## src/etfr_pkg.sv

```systemverilog
// Shared types, constants and the decade step table of the tuned frequency register.
package etfr_pkg;

   localparam int FREQ_W  = 26;
   localparam int STEP_W  = 3;
   localparam int PINS_W  = 2;
   localparam int SUM_W   = FREQ_W + 2;

   localparam int STEP_COUNT = 7;

   localparam logic [STEP_W:0]   STEP_LIMIT     = (STEP_W + 1)'(STEP_COUNT);
   localparam logic [FREQ_W-1:0] START_FREQUENCY = FREQ_W'(7000000);
   localparam logic [FREQ_W-1:0] MAX_FREQ_RESET  = FREQ_W'(40000000);

   // Encoder pin codes; a detent counts only when leaving the idle code.
   localparam logic [PINS_W-1:0] PINS_IDLE = 2'b00;
   localparam logic [PINS_W-1:0] PINS_DOWN = 2'b01;
   localparam logic [PINS_W-1:0] PINS_UP   = 2'b10;

   // Step size in hertz for each step index.
   localparam logic [FREQ_W-1:0] STEP_SIZE [2**STEP_W] = '{
      FREQ_W'(1), FREQ_W'(10), FREQ_W'(100), FREQ_W'(1000),
      FREQ_W'(10000), FREQ_W'(100000), FREQ_W'(1000000), FREQ_W'(10000000)
   };

   typedef struct packed {
      logic [PINS_W-1:0] pins;
      logic              press;
   } item_type;

   // Hand-off from the input stage to the tuning core.
   typedef struct packed {
      logic     advance;
      item_type item;
   } handoff_type;

   typedef struct packed {
      logic [FREQ_W-1:0] frequency;
      logic [STEP_W-1:0] step;
      logic              refresh;
   } result_type;

endpackage

```

## src/etfr_in_stage.sv

```systemverilog
// Input register of the tuned frequency register with its flow control.
module etfr_in_stage (
   input  logic               clock,
   input  logic               reset,
   input  logic               req_valid,
   output logic               req_stall,
   input  etfr_pkg::item_type req_item,
   input  logic               rsp_valid_ff,
   input  logic               rsp_stall,
   output etfr_pkg::handoff_type handoff
);
   import etfr_pkg::*;

   logic     in_valid_ff, in_valid_in;
   item_type item_ff, item_in;
   logic     advance;
   logic     accept;

   // The held transaction moves on when the result register is free or is being taken.
   assign advance   = in_valid_ff && (!rsp_valid_ff || !rsp_stall);
   assign req_stall = in_valid_ff && !advance;
   assign accept    = req_valid && !req_stall;

   always_comb begin
      in_valid_in = in_valid_ff;
      item_in     = item_ff;
      if (accept) begin
         in_valid_in = 1'b1;
         item_in     = req_item;
      end else if (advance) begin
         in_valid_in = 1'b0;
      end
   end

   always_ff @(posedge clock) begin
      if (reset) begin
         in_valid_ff <= 1'b0;
      end else begin
         in_valid_ff <= in_valid_in;
      end
   end

   always_ff @(posedge clock) begin
      item_ff <= item_in;
   end

   assign handoff.advance = advance;
   assign handoff.item    = item_ff;

`ifndef SYNTHESIS
   a_stall_needs_item : assert property (@(posedge clock) disable iff (reset)
      req_stall |-> in_valid_ff && rsp_valid_ff && rsp_stall)
      else $error("input stall raised without a blocked transaction");
`endif

endmodule

```

## src/etfr_tune_core.sv

```systemverilog
// Step selection, encoder decode, frequency update and clamp with their state registers.
module etfr_tune_core (
   input  logic                        clock,
   input  logic                        reset,
   input  logic                        csr_wr_en,
   input  logic [etfr_pkg::FREQ_W-1:0] csr_wr_data,
   input  etfr_pkg::handoff_type       handoff,
   output etfr_pkg::result_type        result
);
   import etfr_pkg::*;

   logic [FREQ_W-1:0] tuned_ff, tuned_in;
   logic [FREQ_W-1:0] last_ff, last_in;
   logic [PINS_W-1:0] prev_pins_ff, prev_pins_in;
   logic [STEP_W-1:0] step_ff, step_in;
   logic [FREQ_W-1:0] max_freq_ff, max_freq_in;

   logic [STEP_W-1:0]       step_inc;
   logic                    move_up, move_down;
   logic [FREQ_W-1:0]       size;
   logic signed [SUM_W-1:0] sum;
   logic                    changed;
   logic [FREQ_W-1:0]       clamped;

   always_comb begin
      step_inc = step_ff + STEP_W'(1);
      step_in  = step_ff;
      if (handoff.item.press) begin
         step_in = ({1'b0, step_inc} >= STEP_LIMIT) ? '0 : step_inc;
      end

      move_up   = (prev_pins_ff == PINS_IDLE) && (handoff.item.pins == PINS_UP);
      move_down = (prev_pins_ff == PINS_IDLE) && (handoff.item.pins == PINS_DOWN);
      size      = STEP_SIZE[step_in];

      sum = $signed({2'b00, tuned_ff});
      if (move_up) begin
         sum = $signed({2'b00, tuned_ff}) + $signed({2'b00, size});
      end else if (move_down) begin
         sum = $signed({2'b00, tuned_ff}) - $signed({2'b00, size});
      end

      changed = (sum != $signed({2'b00, last_ff}));

      if (sum < 0) begin
         clamped = '0;
      end else if (sum >= $signed({2'b00, max_freq_ff})) begin
         clamped = max_freq_ff;
      end else begin
         clamped = sum[FREQ_W-1:0];
      end

      tuned_in     = changed ? clamped : tuned_ff;
      last_in      = changed ? clamped : last_ff;
      prev_pins_in = handoff.item.pins;
      max_freq_in  = csr_wr_en ? csr_wr_data : max_freq_ff;
   end

   always_ff @(posedge clock) begin
      if (reset) begin
         tuned_ff     <= START_FREQUENCY;
         last_ff      <= '0;
         prev_pins_ff <= PINS_IDLE;
         step_ff      <= '0;
         max_freq_ff  <= MAX_FREQ_RESET;
      end else begin
         max_freq_ff <= max_freq_in;
         if (handoff.advance) begin
            tuned_ff     <= tuned_in;
            last_ff      <= last_in;
            prev_pins_ff <= prev_pins_in;
            step_ff      <= step_in;
         end
      end
   end

   assign result.frequency = tuned_in;
   assign result.step      = step_in;
   assign result.refresh   = handoff.item.press || changed;

`ifndef SYNTHESIS
   a_press_moves_step : assert property (@(posedge clock) disable iff (reset)
      handoff.advance && handoff.item.press |=> step_ff != $past(step_ff))
      else $error("step press did not change the step index");

   a_quiet_holds_freq : assert property (@(posedge clock) disable iff (reset)
      handoff.advance && !result.refresh |=> tuned_ff == $past(tuned_ff))
      else $error("frequency changed without a refresh");
`endif

endmodule

```

## src/encoder_tuned_frequency_register_unit.sv

```systemverilog
// Top level of the encoder tuned frequency register: input stage, tuning core, result register.
//
// This block turns polls of a quadrature tuning knob into a tuned frequency in hertz.
// Every request transaction carries the two encoder pin levels and a step button press
// event, and produces exactly one response transaction with the frequency, the step
// index and a refresh flag. A press advances the step index through 0 to 6 and wraps;
// the step size is ten to the power of the index. A detent counts only when the pins
// leave the idle code 00: going to 01 steps down, going to 10 steps up, using the step
// size selected in the same poll. The result is clamped between zero and the maximum
// frequency held in the configuration register (reset value 40 MHz); the frequency
// starts at 7 MHz. Refresh is high when the step changed or the unclamped frequency
// differs from the last stored frequency, so the first poll after reset always
// refreshes. Throughput is one transaction per clock while the response side does not
// stall: a request is captured in the input register, then the combinational tuning logic
// (one 28-bit add and the clamp compare) updates the state and loads the response register
// when that register is free or being taken. The input stage keeps accepting while a
// response waits, and stalls only when both registers are full and the response side
// stalls. Write the maximum frequency only while the block is idle.
module encoder_tuned_frequency_register_unit (
   input  logic                        clock,
   input  logic                        reset,
   input  logic                        req_valid,
   output logic                        req_stall,
   input  logic [etfr_pkg::PINS_W-1:0] req_encoder_pins,
   input  logic                        req_step_press,
   output logic                        rsp_valid,
   input  logic                        rsp_stall,
   output logic [etfr_pkg::FREQ_W-1:0] rsp_frequency_hz,
   output logic [etfr_pkg::STEP_W-1:0] rsp_step_index,
   output logic                        rsp_refresh,
   input  logic                        csr_wr_en,
   input  logic [etfr_pkg::FREQ_W-1:0] csr_wr_data
);
   import etfr_pkg::*;

   item_type    req_item;
   handoff_type handoff;
   result_type  result;

   logic       rsp_valid_ff, rsp_valid_in;
   result_type rsp_data_ff, rsp_data_in;

   assign req_item.pins  = req_encoder_pins;
   assign req_item.press = req_step_press;

   // Input register and its flow control.
   etfr_in_stage u_in_stage (
      .clock        (clock),
      .reset        (reset),
      .req_valid    (req_valid),
      .req_stall    (req_stall),
      .req_item     (req_item),
      .rsp_valid_ff (rsp_valid_ff),
      .rsp_stall    (rsp_stall),
      .handoff      (handoff)
   );

   // Tuning state and the combinational update for one transaction.
   etfr_tune_core u_tune_core (
      .clock       (clock),
      .reset       (reset),
      .csr_wr_en   (csr_wr_en),
      .csr_wr_data (csr_wr_data),
      .handoff     (handoff),
      .result      (result)
   );

   // The response register loads whenever a transaction advances out of the input stage;
   // otherwise it empties once its content has been taken.
   always_comb begin
      rsp_valid_in = rsp_valid_ff;
      rsp_data_in  = rsp_data_ff;
      if (handoff.advance) begin
         rsp_valid_in = 1'b1;
         rsp_data_in  = result;
      end else if (!rsp_stall) begin
         rsp_valid_in = 1'b0;
      end
   end

   always_ff @(posedge clock) begin
      if (reset) begin
         rsp_valid_ff <= 1'b0;
      end else begin
         rsp_valid_ff <= rsp_valid_in;
      end
   end

   always_ff @(posedge clock) begin
      rsp_data_ff <= rsp_data_in;
   end

   assign rsp_valid        = rsp_valid_ff;
   assign rsp_frequency_hz = rsp_data_ff.frequency;
   assign rsp_step_index   = rsp_data_ff.step;
   assign rsp_refresh      = rsp_data_ff.refresh;

`ifndef SYNTHESIS
   a_step_in_range : assert property (@(posedge clock) disable iff (reset)
      rsp_valid |-> {1'b0, rsp_step_index} < STEP_LIMIT)
      else $error("response step index out of range");
`endif

endmodule
```

## config.mk

```make
export PLATFORM = sky130hd
export DESIGN_NAME = encoder_tuned_frequency_register_unit
export DESIGN_NICKNAME = d
export VERILOG_FILES = /design/src/etfr_pkg.sv /design/src/etfr_in_stage.sv /design/src/etfr_tune_core.sv /design/src/encoder_tuned_frequency_register_unit.sv
export SDC_FILE = /design/constraint.sdc
export NUM_CORES = 1
export LEC_CHECK = 0
export ABC_AREA = 1
export BUFFER_PORTS_ARGS = -buffer_cell sky130_fd_sc_hd__clkbuf_2
export CAP_MARGIN = 20
export CELL_PAD_IN_SITES_DETAIL_PLACEMENT = 1
export CELL_PAD_IN_SITES_GLOBAL_PLACEMENT = 1
export CORE_UTILIZATION = 40
export CTS_CLUSTER_DIAMETER = 150
export DETAILED_ROUTE_END_ITERATION = 6
export GPL_ROUTABILITY_DRIVEN = 0
export HOLD_SLACK_MARGIN = 0.03
export PLACE_DENSITY_LB_ADDON = 0.08
export SETUP_SLACK_MARGIN = 0.3
export SYNTH_ARGS = -nofsm -noshare
export SYNTH_HDL_FRONTEND = slang
export SYNTH_SLANG_ARGS = --single-unit
```

## constraint.sdc

```tcl
create_clock -name clock -period 6 [get_ports clock]
set_input_delay 1.2 -clock clock [delete_from_list [all_inputs] [get_ports clock]]
set_output_delay 1.2 -clock clock [all_outputs]
set_load 0.005 [all_outputs]
```

# After elaboration in Yosys (flattened, before gate mapping)
# Memory sizes are Yosys's and may differ from the RTL's.
# Cells that the tools add are included.
# Widths: inputs -> output; s select.
# word_totals
rom_bits	208
ff_bits	118
in_bits	34
mem_count	1
# memory_table
name	depth	word_bits	rd	rd_ports_with_merged_regs	write_ports	line_no	source
(no name shown)	8	26	1	0	0	etfr_tune_core.sv:34	size = STEP_SIZE[step_in];
# op_classes
order_cmp	4
n_addsub	3
n_reduce_logical	14
n_mux	13
bitwise_logic	1
eq_ne	4
# ops
cell	n
$mux 26	5
$mux 28	2
$ge 28x27->1	1
$lt 28x1->1 const B	1
$ne 28x27->1	1
$add 26x26->27	1
$sub 26x26->27	1
$mux 3	2
$logic_and 1x1->1	5
$ge 4x4->1 const B	1
$logic_not 1->1	4
$mux 1	4
$not 3->4	1
$add 3x1->3 const B	1
$ge 3x3->1 const B	1
$eq 2x1->1 const B	1
$eq 2x2->1 const B	1
$logic_not 2->1	1
$logic_or 1x1->1	2
$ne 2x1->1 const B	1
$reduce_and 2->1	1
$reduce_bool 2->1	1

# Depth between registers and ports, before layout
# Gate-level depths: netlist of run 1.
# logic_depth
ltp_word	15
depth_mapped	47

# Modules after synthesis
# From an unflattened synthesis of run 1, not the netlist that was laid out.
# unflattened
hier_cells	1676
area_unflattened_um2	10093.4
# by_module_without_submodules
module	area_per_inst_um2	cells_per_inst	n_inst
etfr_tune_core	8996.1	1629	1
encoder_tuned_frequency_register_unit	937.1	34	1
etfr_in_stage	160.2	13	1

# Worst setup path after synthesis of run 1
# No wires, ideal clock.
# synth_path
kind	register -> register
start	reg u_tune_core.step_ff[0]
end	reg u_tune_core.last_ff[20]
t_arrival_ns	4.732
path_stages_with_launch	48
n_path_buf	2
period_less_slack_ns	4.804
required_ns	5.928
path_slack_ns	1.196
cell_sequence	dfxtp_1 -> inv_1 -> ha_1 -> inv_1 -> a21oi_1 -> nor2_1 -> nor2_1 -> a22oi_1 -> inv_1 -> ha_1 -> inv_1 -> nor2_1 -> inv_1 -> nand2_1 -> ha_1 -> clkbuf_2 -> inv_1 -> nand2_1 -> [12 not listed] -> inv_1 -> ha_1 -> a21oi_1 -> nor2_1 -> nor2_1 -> nand3_1 -> a21oi_1 -> o211ai_1 -> inv_1 -> nand2_1 -> nand2_2 -> nand2_4 -> buf_6 -> nand2_1 -> nand2_1 -> nor2_1 -> nand3_1 -> a21oi_1
# synth_rtl
item	line_no	source
from (decl)	etfr_tune_core.sv:15	logic [STEP_W-1:0] step_ff, step_in;
from (signal assigned)	etfr_tune_core.sv:72	step_ff <= step_in;
to (signal assigned)	etfr_tune_core.sv:70	last_ff <= last_in;
to (decl)	etfr_tune_core.sv:13	logic [FREQ_W-1:0] last_ff, last_in;

==> results.md, run 1 <==
Routing
* number of DRC violations after detailed routing: 0
* routed via count: 11500
* Detailed Routing Iterations Pass 1: 5
* total length of routed wires: 41800 um
* average via count per standard cell: 5.39
* number of nets with antenna violations after detailed routing: 0
* drt first-iter violations: 779
* wire per inst: 19.6 um

Clocking
* Bufs on Longest Clock Path: 2
* H-tree depth reported by CTS: 4
* CTS root buf: sky130_fd_sc_hd__clkbuf_16
* later-pin clock latency in the skew report: 420 ps
* TritonCTS clock tree: done
* clock-pin slew on the worst setup and hold paths: 70 ps
* Num Clock Sinks: 118
* number of buffers added by the clock tree synthesis step: 17
* number of buffers added to fix hold violations after cts: 0

Layout
* number of nets in the finished design: 1914
* Fillers: 3337
* post-route cell area: 0.0131 mm^2
* layout-stage area growth over the synthesis result: 30.3%
* final core utilization: 53.5%
* fraction of final layout cells sized beyond drive strength 1: 27.5%
* Ant. Diodes: 0
* multi-input gate area in the final layout: 0.00728 mm^2
* storage element area: 0.00270 mm^2
* count of placed standard cells in the final layout, fillers left out: 2140

Power and ir drop
* Peak VDD IR: 0.000180 V
* reported leakage power: 6.50 nW
* power share of the sequential group: 26.9%
* cell-internal power: 2.15 mW
* portion of total power attributed to the clock network: 28.4%
* Final Total Pwr: 3.66 mW
* switching power: 1.50 mW
* part of the power in combinational logic: 44.8%
* switching portion of total power: 41.1%
* cell area power density: 278 mW/mm^2

Worst setup path
* maximum fanout encountered on the critical timing path: 13
* worst endpoint required time: 6330 ps
* number of buffer and inverter stages on the critical path: 11
* cell type group with the largest total delay on the critical path: simple AND/OR/NAND/NOR gates
* critical path start-end classification: reg -> reg
* sort of element at the end of the critical path: flop
* Worst setup SP type: flop
* slowest cell delay on critical path: 390 ps
* CP max-delay cell: sky130_fd_sc_hd__dfxtp_4
* arrival time worst endpoint: 5870 ps
* cell type with the highest occurrence count on the critical path: sky130_fd_sc_hd__nand2_1

STA
* maximum achievable frequency: 181 MHz
* number of hold violations in the final report: 0
* final number of setup-violating endpoints: 0
* Slew Limit Headroom: 28.6%
* final hold slack: 479 ps
* count of pins over their slew limit: 0
* worst setup skew after layout: 13.9 ps
* final sum of negative setup slack: 0 ps
* setup repair after global routing missed its margin: false
* Final min period: 5530 ps
* transition time of the tightest slew-check pin: 1060 ps
* post-route clock period utilization: 92.2%
* smallest setup slack after layout: 466 ps

Synthesis
* share of the yosys chip area belonging to registers: 26.7%
* post-synthesis instance total: 1682
* number of enable flip-flop cells after synthesis: 33
* leading post-synthesis cells by cell area: sky130_fd_sc_hd__nand2_1 (21%), sky130_fd_sc_hd__dfxtp_1 (17%), sky130_fd_sc_hd__edfxtp_1 (9.8%), sky130_fd_sc_hd__ha_1 (9.3%), sky130_fd_sc_hd__inv_1 (9.2%)
* library cells used by synthesis: 39
* total of warnings raised by yosys: 0
* synthesized flop and latch total: 118
* total nets after synthesis: 1793
* Main synth FF type: sky130_fd_sc_hd__dfxtp_1
* most repeated cell in the gate-level netlist after synthesis: sky130_fd_sc_hd__nand2_1
* cell type contributing the most total cell area after synthesis: sky130_fd_sc_hd__nand2_1
* share of Yosys cell area claimed by the top area cell type: 20.8%
* post-synthesis cell area: 0.0101 mm^2
* average size of a mapped cell: 5.99 um^2
* proportion of synthesized flip-flops having asynchronous set or reset: 0%
* most used standard cells in the synthesized netlist: sky130_fd_sc_hd__nand2_1 (559), sky130_fd_sc_hd__inv_1 (248), sky130_fd_sc_hd__nor2_1 (163)

Global routing
* initial antenna violation count: 0
* total congestion overflow: 0
* maximum number of pins on one net before global-route repair: 64
* first-pass GRT wire length: 61300 um
* total global routing track utilization: 30.9%
* vias in the first global route: 11300

Floorplanning
* FP Rows: 57
* IO Pins: 66
* core area: 0.0245 mm^2
* Vert. Die Dim: 161 um
* area of the die: 0.0258 mm^2
* overall die width: 161 um
* initial core utilization: 41.1%

Place
* post-placement cell area: 0.0110 mm^2
* number of cells after detailed placement: 2077
* input/output buffers: 65
* detailed-placement wirelength estimate: 31100 um
* post-place setup slack: 29.2 ps

Status
* status: complete, no violations

Min path
* kind of path behind the tightest hold check: reg -> reg

Run
* number of maximum-capacitance constraint violations: 0

-- power groups by stage --
stage          Combinational (mW)  Sequential [mW]  Clock, mW
2_1_floorplan               0.858            0.961          0
3_3_place_gp                 1.23            0.984          0
3_5_place_dp                 1.26            0.987          0
4_1_cts                      1.37            0.975       1.05
5_1_grt                      1.79            0.987       1.08
6_report                     1.64            0.982       1.04
-- final timing paths --
| check | depth (start not counted) | startpoint | endpoint | slack, ps |
|---|---|---|---|---|
| min reg2reg | 2 | u_tune_core.last_ff[19] | u_tune_core.last_ff[19] | 480 |
| max | 43 | u_tune_core.step_ff[0] | u_tune_core.last_ff[17] | 470 |
| max reg2reg | 43 | u_tune_core.step_ff[0] | u_tune_core.last_ff[17] | 470 |
| min | 2 | u_tune_core.last_ff[19] | u_tune_core.last_ff[19] | 480 |
-- routing by layer --
metal	routed length [um]	share of wire (%)	track usage (%)	vias to the layer above
met1	19400	46	42.7	5589
met4	1230	2.9	8.49	0
met2	19100	46	50.3	308
met3	2170	5.2	4.26	63
li1	-	-	-	5568
met5	0	0	0	-
-- flip-flops by register name, summed over array words and instances (netlist names) --
name                      cells
u_tune_core.max_freq_ff      26
rsp_frequency_hz             26
u_tune_core.tuned_ff         26
rsp_refresh                   1
u_tune_core.step_ff           3
u_tune_core.prev_pins_ff      2
u_in_stage.in_valid_ff        1
rsp_step_index                3
rsp_valid                     1
u_tune_core.last_ff          26
u_in_stage.handoff            3
-- layout by cell type, fill, tap and decap left out, types with 41 or more instances in the layout --
cell,instances
sky130_fd_sc_hd__inv_2,41
sky130_fd_sc_hd__nand2_2,75
sky130_fd_sc_hd__o21ai_0,58
sky130_fd_sc_hd__nand3_1,116
sky130_fd_sc_hd__buf_4,83
sky130_fd_sc_hd__nor2_1,108
sky130_fd_sc_hd__clkbuf_2,65
sky130_fd_sc_hd__nand2_1,481
sky130_fd_sc_hd__dfxtp_1,83
sky130_fd_sc_hd__nand3_2,44
sky130_fd_sc_hd__ha_1,46
sky130_fd_sc_hd__inv_1,214
sky130_fd_sc_hd__a21oi_1,107
-- worst min-delay path, stage by stage (launching register included) --
cell	delay, ps
sky130_fd_sc_hd__dfxtp_1	310
sky130_fd_sc_hd__nand2_1	60
sky130_fd_sc_hd__a21oi_1	50
-- cells by family after synthesis --
| family | after synthesis | synth area share, % |
|---|---|---|
| xor+xnor | 8 | 0.695 |
| flops | 118 | 26.7 |
| simple gates | 937 | 38.5 |
| fa+ha+maj | 77 | 9.70 |
| buf+inv | 322 | 12.9 |
| compound gates | 220 | 11.5 |
-- what timing repair did --
item	CTS	global route
pin swaps	24	97
setup buffers	4	25
gates cloned	1	1
setup endpoints to repair	78	78
resized for setup	91	263
-- cell type report --
type | instances | area share, %
repair buffers | 158 | 8.59
well taps | 324 | 3.09
flip-flops and latches | 118 | 20.5
clock buffers | 23 | 3.89
clock inverters | 9 | 0.648
multi-input cells | 1242 | 55.4
inverters | 266 | 7.81
Note: power is estimated with default switching activity, not from simulation.
==> run 2, diff against run 1 <==
- PLACE_DENSITY: unset -> 0.78
- PLACE_DENSITY_LB_ADDON: 0.08 -> unset
==> results.md, run 2 (synthesis results as in run 1) <==
Status
* status: complete, no violations

Global routing
* initial antenna violation count: 0
* total congestion overflow: 0
* total global routing track utilization: 30.5%
* maximum number of pins on one net before global-route repair: 54
* vias in the first global route: 11400
* first-pass GRT wire length: 61200 um

Layout
* Ant. Diodes: 0
* layout-stage area growth over the synthesis result: 26.9%
* most common cell after layout, fill and taps aside: sky130_fd_sc_hd__nand2_1
* count of placed standard cells in the final layout, fillers left out: 2118
* most used cells in the layout excluding fill and tap cells: sky130_fd_sc_hd__nand2_1 (506), sky130_fd_sc_hd__inv_1 (218), sky130_fd_sc_hd__nand3_1 (125), sky130_fd_sc_hd__nor2_1 (117), sky130_fd_sc_hd__a21oi_1 (113)
* number of nets in the finished design: 1892
* final core utilization: 52.1%
* fraction of final layout cells sized beyond drive strength 1: 23.5%

STA
* post-route clock period utilization: 94.2%
* final sum of negative setup slack: 0 ps
* setup repair after global routing missed its margin: false
* Slew Limit Headroom: 29.3%
* transition time of the tightest slew-check pin: 1050 ps
* final number of setup-violating endpoints: 0
* worst setup skew after layout: 14.9 ps
* smallest setup slack after layout: 349 ps
* final hold slack: 465 ps
* Final min period: 5650 ps
* count of pins over their slew limit: 0
* maximum achievable frequency: 177 MHz
* number of hold violations in the final report: 0

Routing
* Detailed Routing Iterations Pass 1: 5
* average via count per standard cell: 5.58
* routed via count: 11800
* number of nets with antenna violations after detailed routing: 0
* number of DRC violations after detailed routing: 0
* total length of routed wires: 43100 um
* wire per inst: 20.3 um
* drt first-iter violations: 802

Floorplanning
* initial core utilization: 41.1%
* overall die width: 161 um
* Vert. Die Dim: 161 um
* area of the die: 0.0258 mm^2
* core area: 0.0245 mm^2
* FP Rows: 57
* IO Pins: 66

Min path
* kind of path behind the tightest hold check: reg -> reg

Clocking
* clock-pin slew on the worst setup and hold paths: 70 ps
* number of buffers added by the clock tree synthesis step: 17
* Bufs on Longest Clock Path: 2
* CTS root buf: sky130_fd_sc_hd__clkbuf_16
* Num Clock Sinks: 118
* TritonCTS clock tree: done
* later-pin clock latency in the skew report: 430 ps
* number of buffers added to fix hold violations after cts: 0
* H-tree depth reported by CTS: 4

Worst setup path
* worst endpoint required time: 6150 ps
* critical path start-end classification: reg -> reg
* maximum fanout encountered on the critical timing path: 8
* sort of element at the end of the critical path: flop
* Worst setup SP type: flop
* cell type with the highest occurrence count on the critical path: sky130_fd_sc_hd__nand2_1
* CP max-delay cell: sky130_fd_sc_hd__ha_4
* arrival time worst endpoint: 5810 ps
* slowest cell delay on critical path: 350 ps

Place
* post-place setup slack: -190 ps
* number of cells after detailed placement: 2051
* detailed-placement wirelength estimate: 30000 um
* input/output buffers: 65

Run
* number of maximum-capacitance constraint violations: 0

Power and ir drop
* Peak VDD IR: 0.000202 V
* reported leakage power: 6.36 nW
* cell area power density: 281 mW/mm^2

==> run 2: cell count changes in the layout (fill, tap and decap cells not counted), sizes merged <==
cell / before / now
buf: 92 / 67
clkinv: 9 / 13
inv: 265 / 263
bufinv: 1 / 0
clkbuf: 89 / 90
clkinvlp: 0 / 1
==> run 2: layout make-up <==
| cell class | count | area (um^2) |
|---|---|---|
| Clock inverter | 11 | 72.6 |
| Tap cell | 324 | 405 |
| Fill cell | 3305 | 11700 |
| Multi-Input combinational cell | 1242 | 7120 |
| Inverter | 266 | 1010 |
| Clock buffer | 21 | 472 |
| Sequential cell | 118 | 2700 |
| Timing Repair Buffer | 136 | 1020 |
==> run 2: final timing paths <==
check,slack [ps],startpoint,endpoint,cells past startpoint
worst max register to register,350,u_tune_core.step_ff[0],rsp_frequency_hz[9],44
worst min register to register,470,u_tune_core.last_ff[1],u_tune_core.last_ff[1],2
worst min-delay path,470,u_tune_core.last_ff[1],u_tune_core.last_ff[1],2
worst max-delay path,350,u_tune_core.step_ff[0],rsp_frequency_hz[9],44
==> run 2: report_power, final <==
| part | leakage, nW | internal (mW) | switching [mW] |
|---|---|---|---|
| Sequential | 1.01 | 0.909 | 0.0748 |
| Combinational | 5.07 | 0.595 | 1.05 |
| Clock | 0.277 | 0.562 | 0.403 |
| Total | 6.36 | 2.07 | 1.53 |
==> run 2: critical path: cells and delay by family, from the launching register on <==
kind,cells,cell delay (ps)
adders and majority gates,4,1040
buffers and inverters,11,1130
AOI/OAI and AO/OA,3,360
and+or+nand+nor,26,2480
DFF,1,340
==> run 2: metrics by stage <==
stage	instance area [um^2]	total power, mW
finish	12800	3.59
global route	12800	3.77
floorplan	10100	1.82
global placement	10800	2.17
detailed placement	10800	2.21
CTS	11700	3.25
==> run 2: repair_timing <==
action                     CTS  global route
resized for setup           63           219
buffers inserted             6            24
pin swaps                   10            70
setup endpoints to repair   78            79
hold endpoints to repair     0             0
gates cloned                 0             5
==> run 2: routing by layer <==
layer | wire length, um | up-vias | GRT usage (%)
li1 | - | 5518 | -
met1 | 19000 | 5809 | 41.8
met2 | 20200 | 400 | 49.4
met3 | 2250 | 101 | 2.61
met4 | 1650 | 0 | 12.5
met5 | 0 | - | 0
